===== config.mk =====
export PLATFORM = sky130hd
export DESIGN_NAME = mesh_bounds_normalizer
export DESIGN_NICKNAME = d
export VERILOG_FILES = /design/src/rtl/core/mbn_pkg.sv /design/src/rtl/core/mbn_front.sv /design/src/rtl/core/mbn_divu.sv /design/src/rtl/core/mbn_back.sv /design/src/rtl/core/mesh_bounds_normalizer.sv
export SDC_FILE = /design/constraint.sdc
export NUM_CORES = 2
export LEC_CHECK = 0
export ABC_AREA = 1
export CAP_MARGIN = 5
export CORE_MARGIN = 2
export CORE_UTILIZATION = 59
export CTS_CLUSTER_DIAMETER = 100
export DETAILED_ROUTE_END_ITERATION = 6
export DONT_BUFFER_PORTS = 1
export PLACE_DENSITY = 0.83
export SLEW_MARGIN = 20
export SYNTH_ARGS = -nofsm -noshare
export SYNTH_HDL_FRONTEND = slang
export SYNTH_HIERARCHICAL = 1
export SYNTH_SLANG_ARGS = --single-unit

===== constraint.sdc =====
create_clock -name clock -period 12.1 [get_ports clock]
set_clock_uncertainty 0.05 [all_clocks]
set_input_delay 2.42 -clock clock [delete_from_list [all_inputs] [get_ports clock]]
set_output_delay 2.42 -clock clock [all_outputs]
set_load 0.005 [all_outputs]

===== src/rtl/core/mbn_pkg.sv =====
`default_nettype none
package mbn_pkg;

   localparam int POS_FRAC_BITS  = 16;
   localparam int NORM_FRAC_BITS = 14;

   localparam int MODE_W = 2;
   localparam int POS_W  = 32;
   localparam int NRM_W  = 16;
   localparam int TEX_W  = 32;

   localparam logic [MODE_W-1:0] MODE_CLEAR     = 2'd0;
   localparam logic [MODE_W-1:0] MODE_ACCUM     = 2'd1;
   localparam logic [MODE_W-1:0] MODE_TRANSFORM = 2'd2;
   localparam logic [MODE_W-1:0] MODE_NONE      = 2'd3;

   localparam int CSR_IDX_W  = 8;
   localparam int CSR_DATA_W = 32;
   localparam logic [CSR_IDX_W-1:0] REG_KEEP_ASPECT = 8'd0;
   localparam logic [CSR_IDX_W-1:0] REG_ROTATE_HALF = 8'd1;

   // Position differences are held in 35 signed bits; magnitudes stay below 2^34.
   localparam int DIFF_W = POS_W + 3;
   localparam int DEN_W  = POS_W + 2;
   localparam int NUM_A  = POS_W + 2 + POS_FRAC_BITS;
   localparam int NUM_B  = NRM_W + 1 + 2 * NORM_FRAC_BITS;
   localparam int NUM_W  = (NUM_A > NUM_B) ? NUM_A : NUM_B;
   localparam int CNT_W  = $clog2(NUM_W + 1);

   // Squared length fits 32 bits before it is scaled by N^2.
   localparam int SQ_W  = 2 * NRM_W + 2 * NORM_FRAC_BITS;
   localparam int LEN_W = SQ_W / 2;
   localparam int VEC_W = NRM_W + 1;

   typedef struct packed {
      logic [MODE_W-1:0] mode;
      logic [POS_W-1:0]  pos_x;
      logic [POS_W-1:0]  pos_y;
      logic [POS_W-1:0]  pos_z;
      logic [NRM_W-1:0]  norm_x;
      logic [NRM_W-1:0]  norm_y;
      logic [NRM_W-1:0]  norm_z;
      logic [TEX_W-1:0]  tex_u;
      logic [TEX_W-1:0]  tex_v;
   } item_type;

   typedef struct packed {
      logic valid;
      logic pop;
   } queue_ctl_type;

   function automatic logic signed [POS_W-1:0] sat32(input logic signed [NUM_W+1:0] v);
      logic signed [NUM_W+1:0] hi;
      logic signed [NUM_W+1:0] lo;
      hi = (NUM_W+2)'(signed'({1'b0, {(POS_W-1){1'b1}}}));
      lo = -hi - (NUM_W+2)'(1);
      if (v > hi) begin
         sat32 = hi[POS_W-1:0];
      end else if (v < lo) begin
         sat32 = lo[POS_W-1:0];
      end else begin
         sat32 = v[POS_W-1:0];
      end
   endfunction

endpackage
`default_nettype wire


===== src/rtl/core/mbn_front.sv =====
`default_nettype none
module mbn_front (
   input  wire logic               clock,
   input  wire logic               reset,
   input  wire logic               push,
   input  wire mbn_pkg::item_type  push_item,
   output logic                    full,
   input  wire logic               pop,
   output logic                    item_valid,
   output mbn_pkg::item_type       item
);
   import mbn_pkg::*;

   item_type    mem [2];
   logic        wr_ptr_ff, wr_ptr_in;
   logic        rd_ptr_ff, rd_ptr_in;
   logic [1:0]  count_ff, count_in;
   logic        do_push, do_pop;

   assign full       = (count_ff == 2'd2);
   assign item_valid = (count_ff != 2'd0);
   assign item       = mem[rd_ptr_ff];
   assign do_push    = push && !full;
   assign do_pop     = pop && item_valid;

   always_comb begin
      wr_ptr_in = wr_ptr_ff ^ do_push;
      rd_ptr_in = rd_ptr_ff ^ do_pop;
      count_in  = count_ff + 2'(do_push) - 2'(do_pop);
   end

   always_ff @(posedge clock) begin
      if (do_push) begin
         mem[wr_ptr_ff] <= push_item;
      end
   end

   always_ff @(posedge clock) begin
      if (reset) begin
         wr_ptr_ff <= 1'b0;
         rd_ptr_ff <= 1'b0;
         count_ff  <= 2'd0;
      end else begin
         wr_ptr_ff <= wr_ptr_in;
         rd_ptr_ff <= rd_ptr_in;
         count_ff  <= count_in;
      end
   end
endmodule
`default_nettype wire


===== src/rtl/core/mbn_divu.sv =====
`default_nettype none
module mbn_divu (
   input  wire logic                      clock,
   input  wire logic                      reset,
   input  wire logic                      start,
   input  wire logic [mbn_pkg::NUM_W-1:0] num,
   input  wire logic [mbn_pkg::DEN_W-1:0] den,
   output logic                           done,
   output logic [mbn_pkg::NUM_W-1:0]      quo
);
   import mbn_pkg::*;

   logic                busy_ff, busy_in;
   logic                done_ff, done_in;
   logic [CNT_W-1:0]    cnt_ff, cnt_in;
   logic [NUM_W-1:0]    num_ff, num_in;
   logic [DEN_W-1:0]    den_ff, den_in;
   logic [DEN_W:0]      rem_ff, rem_in;
   logic [NUM_W-1:0]    quo_ff, quo_in;
   logic [DEN_W:0]      shifted;
   logic                fits;

   assign done = done_ff;
   assign quo  = quo_ff;

   always_comb begin
      shifted   = {rem_ff[DEN_W-1:0], num_ff[NUM_W-1]};
      fits      = (shifted >= {1'b0, den_ff});
      busy_in   = busy_ff;
      done_in   = 1'b0;
      cnt_in    = cnt_ff;
      num_in    = num_ff;
      den_in    = den_ff;
      rem_in    = rem_ff;
      quo_in    = quo_ff;
      if (start) begin
         busy_in = 1'b1;
         cnt_in  = CNT_W'(NUM_W);
         num_in  = num;
         den_in  = den;
         rem_in  = '0;
         quo_in  = '0;
      end else if (busy_ff) begin
         num_in = {num_ff[NUM_W-2:0], 1'b0};
         rem_in = fits ? (shifted - {1'b0, den_ff}) : shifted;
         quo_in = {quo_ff[NUM_W-2:0], fits};
         cnt_in = cnt_ff - CNT_W'(1);
         if (cnt_ff == CNT_W'(1)) begin
            busy_in = 1'b0;
            done_in = 1'b1;
         end
      end
   end

   always_ff @(posedge clock) begin
      num_ff <= num_in;
      den_ff <= den_in;
      rem_ff <= rem_in;
      quo_ff <= quo_in;
      cnt_ff <= cnt_in;
   end

   always_ff @(posedge clock) begin
      if (reset) begin
         busy_ff <= 1'b0;
         done_ff <= 1'b0;
      end else begin
         busy_ff <= busy_in;
         done_ff <= done_in;
      end
   end
endmodule
`default_nettype wire


===== src/rtl/core/mbn_back.sv =====
`default_nettype none
module mbn_back (
   input  wire logic                           clock,
   input  wire logic                           reset,
   input  wire logic                           item_valid,
   input  wire mbn_pkg::item_type              item,
   output logic                                item_pop,
   input  wire logic                           csr_write,
   input  wire logic [mbn_pkg::CSR_IDX_W-1:0]  csr_index,
   input  wire logic [mbn_pkg::CSR_DATA_W-1:0] csr_data,
   output logic                                rsp_valid,
   input  wire logic                           rsp_stall,
   output logic signed [mbn_pkg::POS_W-1:0]    rsp_out_x,
   output logic signed [mbn_pkg::POS_W-1:0]    rsp_out_y,
   output logic signed [mbn_pkg::POS_W-1:0]    rsp_out_z,
   output logic signed [mbn_pkg::NRM_W-1:0]    rsp_out_nx,
   output logic signed [mbn_pkg::NRM_W-1:0]    rsp_out_ny,
   output logic signed [mbn_pkg::NRM_W-1:0]    rsp_out_nz,
   output logic [mbn_pkg::TEX_W-1:0]           rsp_out_u,
   output logic [mbn_pkg::TEX_W-1:0]           rsp_out_v
);
   import mbn_pkg::*;

   localparam logic [2:0] ST_IDLE   = 3'd0;
   localparam logic [2:0] ST_PISSUE = 3'd1;
   localparam logic [2:0] ST_PWAIT  = 3'd2;
   localparam logic [2:0] ST_SQR    = 3'd3;
   localparam logic [2:0] ST_SQRT   = 3'd4;
   localparam logic [2:0] ST_NISSUE = 3'd5;
   localparam logic [2:0] ST_NWAIT  = 3'd6;
   localparam logic [2:0] ST_FIN    = 3'd7;

   localparam logic signed [DIFF_W-1:0] ONE_D = DIFF_W'(1);
   localparam logic signed [NUM_W+1:0]  HALF_P = (NUM_W+2)'(1) <<< (POS_FRAC_BITS - 1);
   localparam logic signed [NUM_W+1:0]  ONE_P  = (NUM_W+2)'(1) <<< POS_FRAC_BITS;
   localparam logic [SQ_W-1:0]          SQ_TOP = SQ_W'(1) << (SQ_W - 2);

   logic [2:0]              state_ff, state_in;
   logic [1:0]              job_ff, job_in;
   item_type                item_ff, item_in;
   logic                    keep_ff, keep_in, rot_ff, rot_in;
   logic [POS_W-1:0]        lx_ff, ly_ff, lz_ff, hx_ff, hy_ff, hz_ff;
   logic [POS_W-1:0]        lx_in, ly_in, lz_in, hx_in, hy_in, hz_in;
   logic signed [POS_W-1:0] ox_ff, oy_ff, oz_ff, ox_in, oy_in, oz_in;
   logic signed [NRM_W-1:0] nx_ff, ny_ff, nz_ff, nx_in, ny_in, nz_in;
   logic [SQ_W-1:0]         s_ff, s_in, sv_ff, sv_in, sr_ff, sr_in, sb_ff, sb_in;
   logic [LEN_W-1:0]        len_ff, len_in;
   logic                    neg_ff, neg_in;
   logic                    div_start;
   logic [NUM_W-1:0]        div_num;
   logic [DEN_W-1:0]        div_den;
   logic                    div_done;
   logic [NUM_W-1:0]        div_quo;

   logic                    rv_ff, rv_in;
   logic signed [POS_W-1:0] rx_ff, ry_ff, rz_ff, rx_in, ry_in, rz_in;
   logic signed [NRM_W-1:0] rnx_ff, rny_ff, rnz_ff, rnx_in, rny_in, rnz_in;
   logic [TEX_W-1:0]        ru_ff, rv2_ff, ru_in, rv2_in;

   logic signed [DIFF_W-1:0] ex, ey, ez, fx, fy, fz, pdiff, pden;
   logic [DIFF_W-1:0]        pmag;
   logic signed [VEC_W-1:0]  vcomp;
   logic [VEC_W-1:0]         vmag;
   logic [2*VEC_W-1:0]       vsq;
   logic [SQ_W-1:0]          s_sum, sq_try;
   logic signed [NUM_W+1:0]  qs, pres;
   logic                     out_free;

   function automatic logic signed [DIFF_W-1:0] sx(input logic [POS_W-1:0] v);
      sx = DIFF_W'(signed'(v));
   endfunction

   mbn_divu u_div (
      .clock (clock),
      .reset (reset),
      .start (div_start),
      .num   (div_num),
      .den   (div_den),
      .done  (div_done),
      .quo   (div_quo)
   );

   always_comb begin
      ex = sx(hx_ff) - sx(lx_ff);
      ey = sx(hy_ff) - sx(ly_ff);
      ez = sx(hz_ff) - sx(lz_ff);
      fx = (ex < ONE_D) ? ONE_D : ex;
      fy = (ey < ONE_D) ? ONE_D : ey;
      fz = (ez < ONE_D) ? ONE_D : ez;
      pdiff = '0;
      pden  = fy;
      if (keep_ff) begin
         unique case (job_ff)
            2'd0: pdiff = (sx(item_ff.pos_x) <<< 1) - sx(lx_ff) - sx(hx_ff);
            2'd1: pdiff = (sx(item_ff.pos_z) <<< 1) - sx(lz_ff) - sx(hz_ff);
            default: pdiff = sx(item_ff.pos_y) - sx(ly_ff);
         endcase
         pden = (job_ff == 2'd2) ? fy : (fy <<< 1);
      end else begin
         unique case (job_ff)
            2'd0: begin
               pdiff = sx(item_ff.pos_x) - sx(lx_ff);
               pden  = fx;
            end
            2'd1: begin
               pdiff = sx(hz_ff) - sx(item_ff.pos_z);
               pden  = fz;
            end
            default: begin
               pdiff = sx(item_ff.pos_y) - sx(ly_ff);
               pden  = fy;
            end
         endcase
      end
      pmag = pdiff[DIFF_W-1] ? DIFF_W'(-pdiff) : DIFF_W'(pdiff);

      // Normal remapped to (x, -z, y).
      unique case (job_ff)
         2'd0: vcomp = VEC_W'(signed'(item_ff.norm_x));
         2'd1: vcomp = -VEC_W'(signed'(item_ff.norm_z));
         default: vcomp = VEC_W'(signed'(item_ff.norm_y));
      endcase
      vmag  = vcomp[VEC_W-1] ? VEC_W'(-vcomp) : VEC_W'(vcomp);
      vsq   = vmag * vmag;
      s_sum = s_ff + SQ_W'(vsq);
      sq_try = sr_ff + sb_ff;

      qs = neg_ff ? -(NUM_W+2)'(div_quo) : (NUM_W+2)'(div_quo);
      if (keep_ff && job_ff == 2'd0) begin
         pres = HALF_P + qs;
      end else if (keep_ff && job_ff == 2'd1) begin
         pres = HALF_P - qs;
      end else begin
         pres = qs;
      end
   end

   assign out_free = !rv_ff || !rsp_stall;

   always_comb begin
      state_in  = state_ff;
      job_in    = job_ff;
      item_in   = item_ff;
      keep_in   = keep_ff;
      rot_in    = rot_ff;
      lx_in = lx_ff; ly_in = ly_ff; lz_in = lz_ff;
      hx_in = hx_ff; hy_in = hy_ff; hz_in = hz_ff;
      ox_in = ox_ff; oy_in = oy_ff; oz_in = oz_ff;
      nx_in = nx_ff; ny_in = ny_ff; nz_in = nz_ff;
      s_in  = s_ff;  sv_in = sv_ff; sr_in = sr_ff; sb_in = sb_ff;
      len_in = len_ff;
      neg_in = neg_ff;
      item_pop  = 1'b0;
      div_start = 1'b0;
      div_num   = '0;
      div_den   = '0;
      rv_in  = rv_ff && rsp_stall;
      rx_in  = rx_ff;  ry_in  = ry_ff;  rz_in  = rz_ff;
      rnx_in = rnx_ff; rny_in = rny_ff; rnz_in = rnz_ff;
      ru_in  = ru_ff;  rv2_in = rv2_ff;

      if (csr_write) begin
         if (csr_index == REG_KEEP_ASPECT) begin
            keep_in = csr_data[0];
         end else if (csr_index == REG_ROTATE_HALF) begin
            rot_in = csr_data[0];
         end
      end

      unique case (state_ff)
         ST_IDLE: begin
            if (item_valid) begin
               item_pop = 1'b1;
               item_in  = item;
               job_in   = 2'd0;
               unique case (item.mode)
                  MODE_CLEAR: begin
                     lx_in = {1'b0, {(POS_W-1){1'b1}}};
                     ly_in = {1'b0, {(POS_W-1){1'b1}}};
                     lz_in = {1'b0, {(POS_W-1){1'b1}}};
                     hx_in = {1'b1, {(POS_W-1){1'b0}}};
                     hy_in = {1'b1, {(POS_W-1){1'b0}}};
                     hz_in = {1'b1, {(POS_W-1){1'b0}}};
                  end
                  MODE_ACCUM: begin
                     if ($signed(item.pos_x) < $signed(lx_ff)) lx_in = item.pos_x;
                     if ($signed(item.pos_y) < $signed(ly_ff)) ly_in = item.pos_y;
                     if ($signed(item.pos_z) < $signed(lz_ff)) lz_in = item.pos_z;
                     if ($signed(item.pos_x) > $signed(hx_ff)) hx_in = item.pos_x;
                     if ($signed(item.pos_y) > $signed(hy_ff)) hy_in = item.pos_y;
                     if ($signed(item.pos_z) > $signed(hz_ff)) hz_in = item.pos_z;
                  end
                  MODE_TRANSFORM: state_in = ST_PISSUE;
                  MODE_NONE: state_in = ST_IDLE;
               endcase
            end
         end
         ST_PISSUE: begin
            div_start = 1'b1;
            div_num   = NUM_W'(pmag) << POS_FRAC_BITS;
            div_den   = DEN_W'(pden);
            neg_in    = pdiff[DIFF_W-1];
            state_in  = ST_PWAIT;
         end
         ST_PWAIT: begin
            if (div_done) begin
               unique case (job_ff)
                  2'd0: ox_in = sat32(pres);
                  2'd1: oy_in = sat32(pres);
                  default: oz_in = sat32(pres);
               endcase
               if (job_ff == 2'd2) begin
                  job_in   = 2'd0;
                  s_in     = '0;
                  state_in = ST_SQR;
               end else begin
                  job_in   = job_ff + 2'd1;
                  state_in = ST_PISSUE;
               end
            end
         end
         ST_SQR: begin
            s_in = s_sum;
            if (job_ff == 2'd2) begin
               job_in = 2'd0;
               if (s_sum == '0) begin
                  nx_in    = '0;
                  ny_in    = '0;
                  nz_in    = NRM_W'(1) << NORM_FRAC_BITS;
                  state_in = ST_FIN;
               end else begin
                  sv_in    = s_sum << (2 * NORM_FRAC_BITS);
                  sr_in    = '0;
                  sb_in    = SQ_TOP;
                  state_in = ST_SQRT;
               end
            end else begin
               job_in = job_ff + 2'd1;
            end
         end
         ST_SQRT: begin
            if (sv_ff >= sq_try) begin
               sv_in = sv_ff - sq_try;
               sr_in = (sr_ff >> 1) + sb_ff;
            end else begin
               sr_in = sr_ff >> 1;
            end
            sb_in = sb_ff >> 2;
            if (sb_ff == SQ_W'(1)) begin
               len_in   = sr_in[LEN_W-1:0];
               state_in = ST_NISSUE;
            end
         end
         ST_NISSUE: begin
            div_start = 1'b1;
            div_num   = NUM_W'(vmag) << (2 * NORM_FRAC_BITS);
            div_den   = DEN_W'(len_ff);
            neg_in    = vcomp[VEC_W-1];
            state_in  = ST_NWAIT;
         end
         ST_NWAIT: begin
            if (div_done) begin
               unique case (job_ff)
                  2'd0: nx_in = qs[NRM_W-1:0];
                  2'd1: ny_in = qs[NRM_W-1:0];
                  default: nz_in = qs[NRM_W-1:0];
               endcase
               if (job_ff == 2'd2) begin
                  state_in = ST_FIN;
               end else begin
                  job_in   = job_ff + 2'd1;
                  state_in = ST_NISSUE;
               end
            end
         end
         ST_FIN: begin
            if (out_free) begin
               rv_in  = 1'b1;
               rz_in  = oz_ff;
               rnz_in = nz_ff;
               ru_in  = item_ff.tex_u;
               rv2_in = item_ff.tex_v;
               if (rot_ff) begin
                  rx_in  = sat32(ONE_P - (NUM_W+2)'(ox_ff));
                  ry_in  = sat32(ONE_P - (NUM_W+2)'(oy_ff));
                  rnx_in = -nx_ff;
                  rny_in = -ny_ff;
               end else begin
                  rx_in  = ox_ff;
                  ry_in  = oy_ff;
                  rnx_in = nx_ff;
                  rny_in = ny_ff;
               end
               state_in = ST_IDLE;
            end
         end
         default: state_in = ST_IDLE;
      endcase
   end

   assign rsp_valid  = rv_ff;
   assign rsp_out_x  = rx_ff;
   assign rsp_out_y  = ry_ff;
   assign rsp_out_z  = rz_ff;
   assign rsp_out_nx = rnx_ff;
   assign rsp_out_ny = rny_ff;
   assign rsp_out_nz = rnz_ff;
   assign rsp_out_u  = ru_ff;
   assign rsp_out_v  = rv2_ff;

   always_ff @(posedge clock) begin
      job_ff  <= job_in;
      item_ff <= item_in;
      ox_ff <= ox_in; oy_ff <= oy_in; oz_ff <= oz_in;
      nx_ff <= nx_in; ny_ff <= ny_in; nz_ff <= nz_in;
      s_ff  <= s_in;  sv_ff <= sv_in; sr_ff <= sr_in; sb_ff <= sb_in;
      len_ff <= len_in;
      neg_ff <= neg_in;
      rx_ff  <= rx_in;  ry_ff  <= ry_in;  rz_ff  <= rz_in;
      rnx_ff <= rnx_in; rny_ff <= rny_in; rnz_ff <= rnz_in;
      ru_ff  <= ru_in;  rv2_ff <= rv2_in;
   end

   always_ff @(posedge clock) begin
      if (reset) begin
         state_ff <= ST_IDLE;
         keep_ff  <= 1'b0;
         rot_ff   <= 1'b0;
         rv_ff    <= 1'b0;
         lx_ff <= {1'b0, {(POS_W-1){1'b1}}};
         ly_ff <= {1'b0, {(POS_W-1){1'b1}}};
         lz_ff <= {1'b0, {(POS_W-1){1'b1}}};
         hx_ff <= {1'b1, {(POS_W-1){1'b0}}};
         hy_ff <= {1'b1, {(POS_W-1){1'b0}}};
         hz_ff <= {1'b1, {(POS_W-1){1'b0}}};
      end else begin
         state_ff <= state_in;
         keep_ff  <= keep_in;
         rot_ff   <= rot_in;
         rv_ff    <= rv_in;
         lx_ff <= lx_in; ly_ff <= ly_in; lz_ff <= lz_in;
         hx_ff <= hx_in; hy_ff <= hy_in; hz_ff <= hz_in;
      end
   end
endmodule
`default_nettype wire


===== src/rtl/core/mesh_bounds_normalizer.sv =====
// Mesh bounds normaliser. The host sends every vertex twice: first with mode
// accumulate to grow the per-axis bounds, then with mode transform to get the
// vertex mapped into the unit box with a unit normal. Mode clear resets the
// bounds. Only transform items produce a result item.
// Input items arrive on the req_ channel (valid/stall) and enter a two-entry
// queue; the back end takes them one at a time. Clear and accumulate items
// are handled in the idle state when they leave the queue. A transform item
// runs three position divisions, three squaring steps, a square root of 30
// steps and three normal divisions through one shared bit-serial divider of
// 50 steps; a zero normal skips the root and the normal divisions.
// Results leave on the rsp_ channel from an output register; while rsp_stall
// is high the result holds, the back end waits with the next result, and the
// queue keeps accepting items until it is full.
// Configuration writes on the csr_ channel are always taken (csr_ready is
// high) and must happen only while the block is idle.
// Reset empties the queue, drops any result, clears both configuration
// registers and sets the bounds to the empty state.
`default_nettype none
module mesh_bounds_normalizer (
   input  wire logic                           clock,
   input  wire logic                           reset,
   input  wire logic                           req_valid,
   output logic                                req_stall,
   input  wire logic [mbn_pkg::MODE_W-1:0]     req_mode,
   input  wire logic signed [mbn_pkg::POS_W-1:0] req_pos_x,
   input  wire logic signed [mbn_pkg::POS_W-1:0] req_pos_y,
   input  wire logic signed [mbn_pkg::POS_W-1:0] req_pos_z,
   input  wire logic signed [mbn_pkg::NRM_W-1:0] req_norm_x,
   input  wire logic signed [mbn_pkg::NRM_W-1:0] req_norm_y,
   input  wire logic signed [mbn_pkg::NRM_W-1:0] req_norm_z,
   input  wire logic [mbn_pkg::TEX_W-1:0]      req_tex_u,
   input  wire logic [mbn_pkg::TEX_W-1:0]      req_tex_v,
   output logic                                rsp_valid,
   input  wire logic                           rsp_stall,
   output logic signed [mbn_pkg::POS_W-1:0]    rsp_out_x,
   output logic signed [mbn_pkg::POS_W-1:0]    rsp_out_y,
   output logic signed [mbn_pkg::POS_W-1:0]    rsp_out_z,
   output logic signed [mbn_pkg::NRM_W-1:0]    rsp_out_nx,
   output logic signed [mbn_pkg::NRM_W-1:0]    rsp_out_ny,
   output logic signed [mbn_pkg::NRM_W-1:0]    rsp_out_nz,
   output logic [mbn_pkg::TEX_W-1:0]           rsp_out_u,
   output logic [mbn_pkg::TEX_W-1:0]           rsp_out_v,
   input  wire logic                           csr_valid,
   output logic                                csr_ready,
   input  wire logic [mbn_pkg::CSR_IDX_W-1:0]  csr_index,
   input  wire logic [mbn_pkg::CSR_DATA_W-1:0] csr_data
);
   import mbn_pkg::*;

   item_type      push_item;
   item_type      q_item;
   queue_ctl_type q_ctl;
   logic          q_full;

   assign csr_ready = 1'b1;
   assign req_stall = q_full;

   always_comb begin
      push_item.mode   = req_mode;
      push_item.pos_x  = req_pos_x;
      push_item.pos_y  = req_pos_y;
      push_item.pos_z  = req_pos_z;
      push_item.norm_x = req_norm_x;
      push_item.norm_y = req_norm_y;
      push_item.norm_z = req_norm_z;
      push_item.tex_u  = req_tex_u;
      push_item.tex_v  = req_tex_v;
   end

   mbn_front u_front (
      .clock      (clock),
      .reset      (reset),
      .push       (req_valid),
      .push_item  (push_item),
      .full       (q_full),
      .pop        (q_ctl.pop),
      .item_valid (q_ctl.valid),
      .item       (q_item)
   );

   mbn_back u_back (
      .clock      (clock),
      .reset      (reset),
      .item_valid (q_ctl.valid),
      .item       (q_item),
      .item_pop   (q_ctl.pop),
      .csr_write  (csr_valid),
      .csr_index  (csr_index),
      .csr_data   (csr_data),
      .rsp_valid  (rsp_valid),
      .rsp_stall  (rsp_stall),
      .rsp_out_x  (rsp_out_x),
      .rsp_out_y  (rsp_out_y),
      .rsp_out_z  (rsp_out_z),
      .rsp_out_nx (rsp_out_nx),
      .rsp_out_ny (rsp_out_ny),
      .rsp_out_nz (rsp_out_nz),
      .rsp_out_u  (rsp_out_u),
      .rsp_out_v  (rsp_out_v)
   );
endmodule
`default_nettype wire

==> results.json <==
{
  "end_kind": "register",
  "cts_sinks": 1601,
  "grt_setup_unrepaired": "no",
  "grt_max_degree": 140,
  "synth_area_sq_um": 114000,
  "die_w_microns": 443,
  "num_vias": 96900,
  "crit_fanout": 22,
  "cts_tree": "yes",
  "htreeDepth": 4,
  "die_y_microns": 443,
  "die-area_sq_um": 196000,
  "io_pins": 466,
  "dp.final_hpwl_microns": 273000,
  "multiInputGateArea_sq_um": 59600,
  "rr_worst_depth": 53,
  "syn_inst": 13600,
  "worst_pin_slew_ns": 1.26,
  "area_growth_pct": 7.52,
  "cap_violations": 0,
  "routed_wl_microns": 360000,
  "synth_area_leaders": "edfxtp_1, nand2_1, ha_1",
  "ys_seq_elements": 1601,
  "yosysTopAreaCellShare_pct": 34.5,
  "grt_overflow": 0,
  "worst_ep_arrival_time_ns": 11.92,
  "period_minus_slack_ns": 11.41,
  "synth_edf_count": 1307,
  "clk_pin_slew_ns": 0.07,
  "critical_path.startpoint": "u_back/item_ff[65]",
  "drt_iter0_drc": 11500,
  "final_layout_size_suffix_gt1_share_pct": 5.84,
  "initial_utilization_pct": 59.2,
  "hold_viol_final": 0,
  "drc": 0,
  "portBuffers": 0,
  "layout.area.seq_sq_um": 45100,
  "yosysSeqAreaShare_pct": 39.7,
  "synth_ff_type": "edfxtp_1",
  "r2r-end": "u_back/ny_ff[15]",
  "nets": 14900,
  "crit_top_cell": "inv_1",
  "whs_ns": 0.341,
  "worstSetupPathType": "register to register",
  "slew_headroom_pct": 15.1,
  "required_ns": 12.61,
  "clkLatencyLatePin_ns": 0.90,
  "first_pass_iters": 7,
  "hold_path_class": "register to register",
  "finalSetupTns_ns": 0,
  "synth_top_cell_by_area": "edfxtp_1",
  "drv_slew": 0,
  "critPathLaunchType": "register",
  "wl_per_cell_microns": 22.1,
  "clk_path_buf_depth": 3,
  "netlist_top_cells_count": "nand2_1, inv_1, nor2_1",
  "antenna_found_initial": 17,
  "globalRouteTotalUtil_pct": 35.9,
  "core_sq_um": 192000,
  "routabilityCongestion": 1.08,
  "finalSetupViolCount": 0,
  "r2r_start": "u_back/item_ff[65]",
  "async_flop_share_pct": 0,
  "num_rows": 161,
  "fmax_mhz": 87.7,
  "cp_slowest_cell": "fa_1",
  "synth_most_common_cell": "nand2_1",
  "cts_buffers": 169,
  "cpPeakStageDelay_ns": 0.55,
  "reg2reg_slack_ns": 0.69,
  "period_share_pct": 94.3,
  "grt_pass1_wl_microns": 544000,
  "cts-root-buf": "clkbuf_16",
  "endpoint": "u_back/ny_ff[15]",
  "antenna_left": 0,
  "synth_cell_types": 80,
  "grt_pass1_vias": 92600,
  "yosys_warnings": 6,
  "fill_cells": 15800,
  "ctsHoldBuffers": 0,
  "via_per_inst": 5.96,
  "syn_avg_cell_area_sq_um": 8.36,
  "status": "finished, final reports clean"
}
## per-stage QoR
stage	area, sq um	setup WS, ns	std cells	util [%]
floorplan	114000	0.442	13600	-
global placement	116000	0.723	15900	60.6
detailed placement	116000	0.381	15900	60.6
CTS	122000	0.248	16200	63.6
global route	122000	0.0514	16300	63.6
finish	122000	0.692	16300	63.6
## layer usage
metal	global-route usage (%)	wire length (microns)	up-vias
met5	0	124	-
met4	14.3	15600	16
met3	7.63	34900	820
li1	-	-	45400
met2	57.3	163000	4969
met1	47.7	146000	45700
## area by class of cell
type / count / share of cell area (%)
timing repair buffer: 84 / 0.547
sequential: 1601 / 36.9
tap: 2526 / 2.59
multi-input combinational: 9656 / 48.8
antenna: 16 / 0.0328
clock inverter: 120 / 1.18
inverter: 2064 / 6.35
clock buffer: 198 / 3.61
## cell usage in the layout (no fill, tap or decap), types with 27 or more instances in the layout
cell       Yosys  routed
o21bai_1      43      43
nor4_1        51      51
ha_1         809     805
mux2_4       178     178
a21boi_0      29      29
o211ai_1      83      83
nand4_1      155     155
o21ai_1       42      42
mux2_2        32      32
xnor2_1      108     108
or2_2         74      74
nand3_1      713     713
nor3_1       158     155
xor2_1       269     268
a211oi_1     114     114
a31oi_1       48      48
dfxtp_1      294     292
fa_1         297     297
a22oi_1       52      51
edfxtp_1    1307    1307
nor2_1      1431    1422
clkbuf_16      0     170
inv_1       2039    2033
nand2_2       40      45
clkinv_1      11      33
o22ai_1       67      67
a21oi_1      985     984
o21a_1        48      48
a21o_1        41      41
clkinv_2       0      27
nand2_1     2789    2781
buf_4          5      81
nand3b_1      67      67
conb_1         3      44
o21ai_0      690     688
## timing repair
item | 4_1_cts | 5_1_grt
hold endpoints to repair | 0 | 0
buffers inserted | 0 | 1
resized for setup | 0 | 4
setup endpoints to repair | 0 | 198
## critical path: cells and delay by family (launching register included)
| family | cells | cell delay [ns] |
|---|---|---|
| flip-flops | 1 | 0.44 |
| AND/OR/NAND/NOR | 28 | 4.72 |
| buffers and inverters | 14 | 1.61 |
| adder cells (fa/ha/maj) | 8 | 3.74 |
| AO/OA/AOI/OAI | 2 | 0.29 |
| XOR/XNOR | 1 | 0.21 |
## kinds of logic (layout without fill, tap and decap cells)
logic type      after synthesis  after routing  share of synthesized area, %
fa+ha+maj                  1106           1106                          14.1
xor+xnor                    379            379                          2.93
compound gates             2354           2354                          11.8
other cells                   3             60                       0.00991
mux                         210            210                          2.67
simple gates               5563           5563                          20.6
flops                      1601           1601                          39.7
buf+inv                    2381           2466                          8.18
## flip-flops by register name (all words and copies together) (netlist names), 34 cells and up
register and flops:
u_back/s_ff 60, u_back/u_div/rem_ff 34, u_back/item_ff 208, u_front/mem 420, u_back/sv_ff 60, u_back/u_div/num_ff 50
u_back/u_div/quo 50, u_back/sr_ff 60, u_back/u_div/den_ff 34
## worst min-delay path by stage
stage	slack, ns	cells after the start	startpoint	end
2_1_floorplan	0.35	0	u_back/nz_ff[0]	u_back/rsp_out_nz[0]
3_3_place_gp	0.35	0	u_back/item_ff[33]	u_back/rsp_out_u[1]
3_5_place_dp	0.35	0	u_back/item_ff[52]	u_back/rsp_out_u[20]
4_1_cts	0.36	0	u_back/item_ff[33]	u_back/rsp_out_u[1]
5_1_grt	0.37	0	u_back/item_ff[51]	u_back/rsp_out_u[19]
6_report	0.34	0	u_back/item_ff[33]	u_back/rsp_out_u[1]
Power is not shown: default switching activity piles up to over one toggle a cycle in this logic, so the estimate is an artifact.
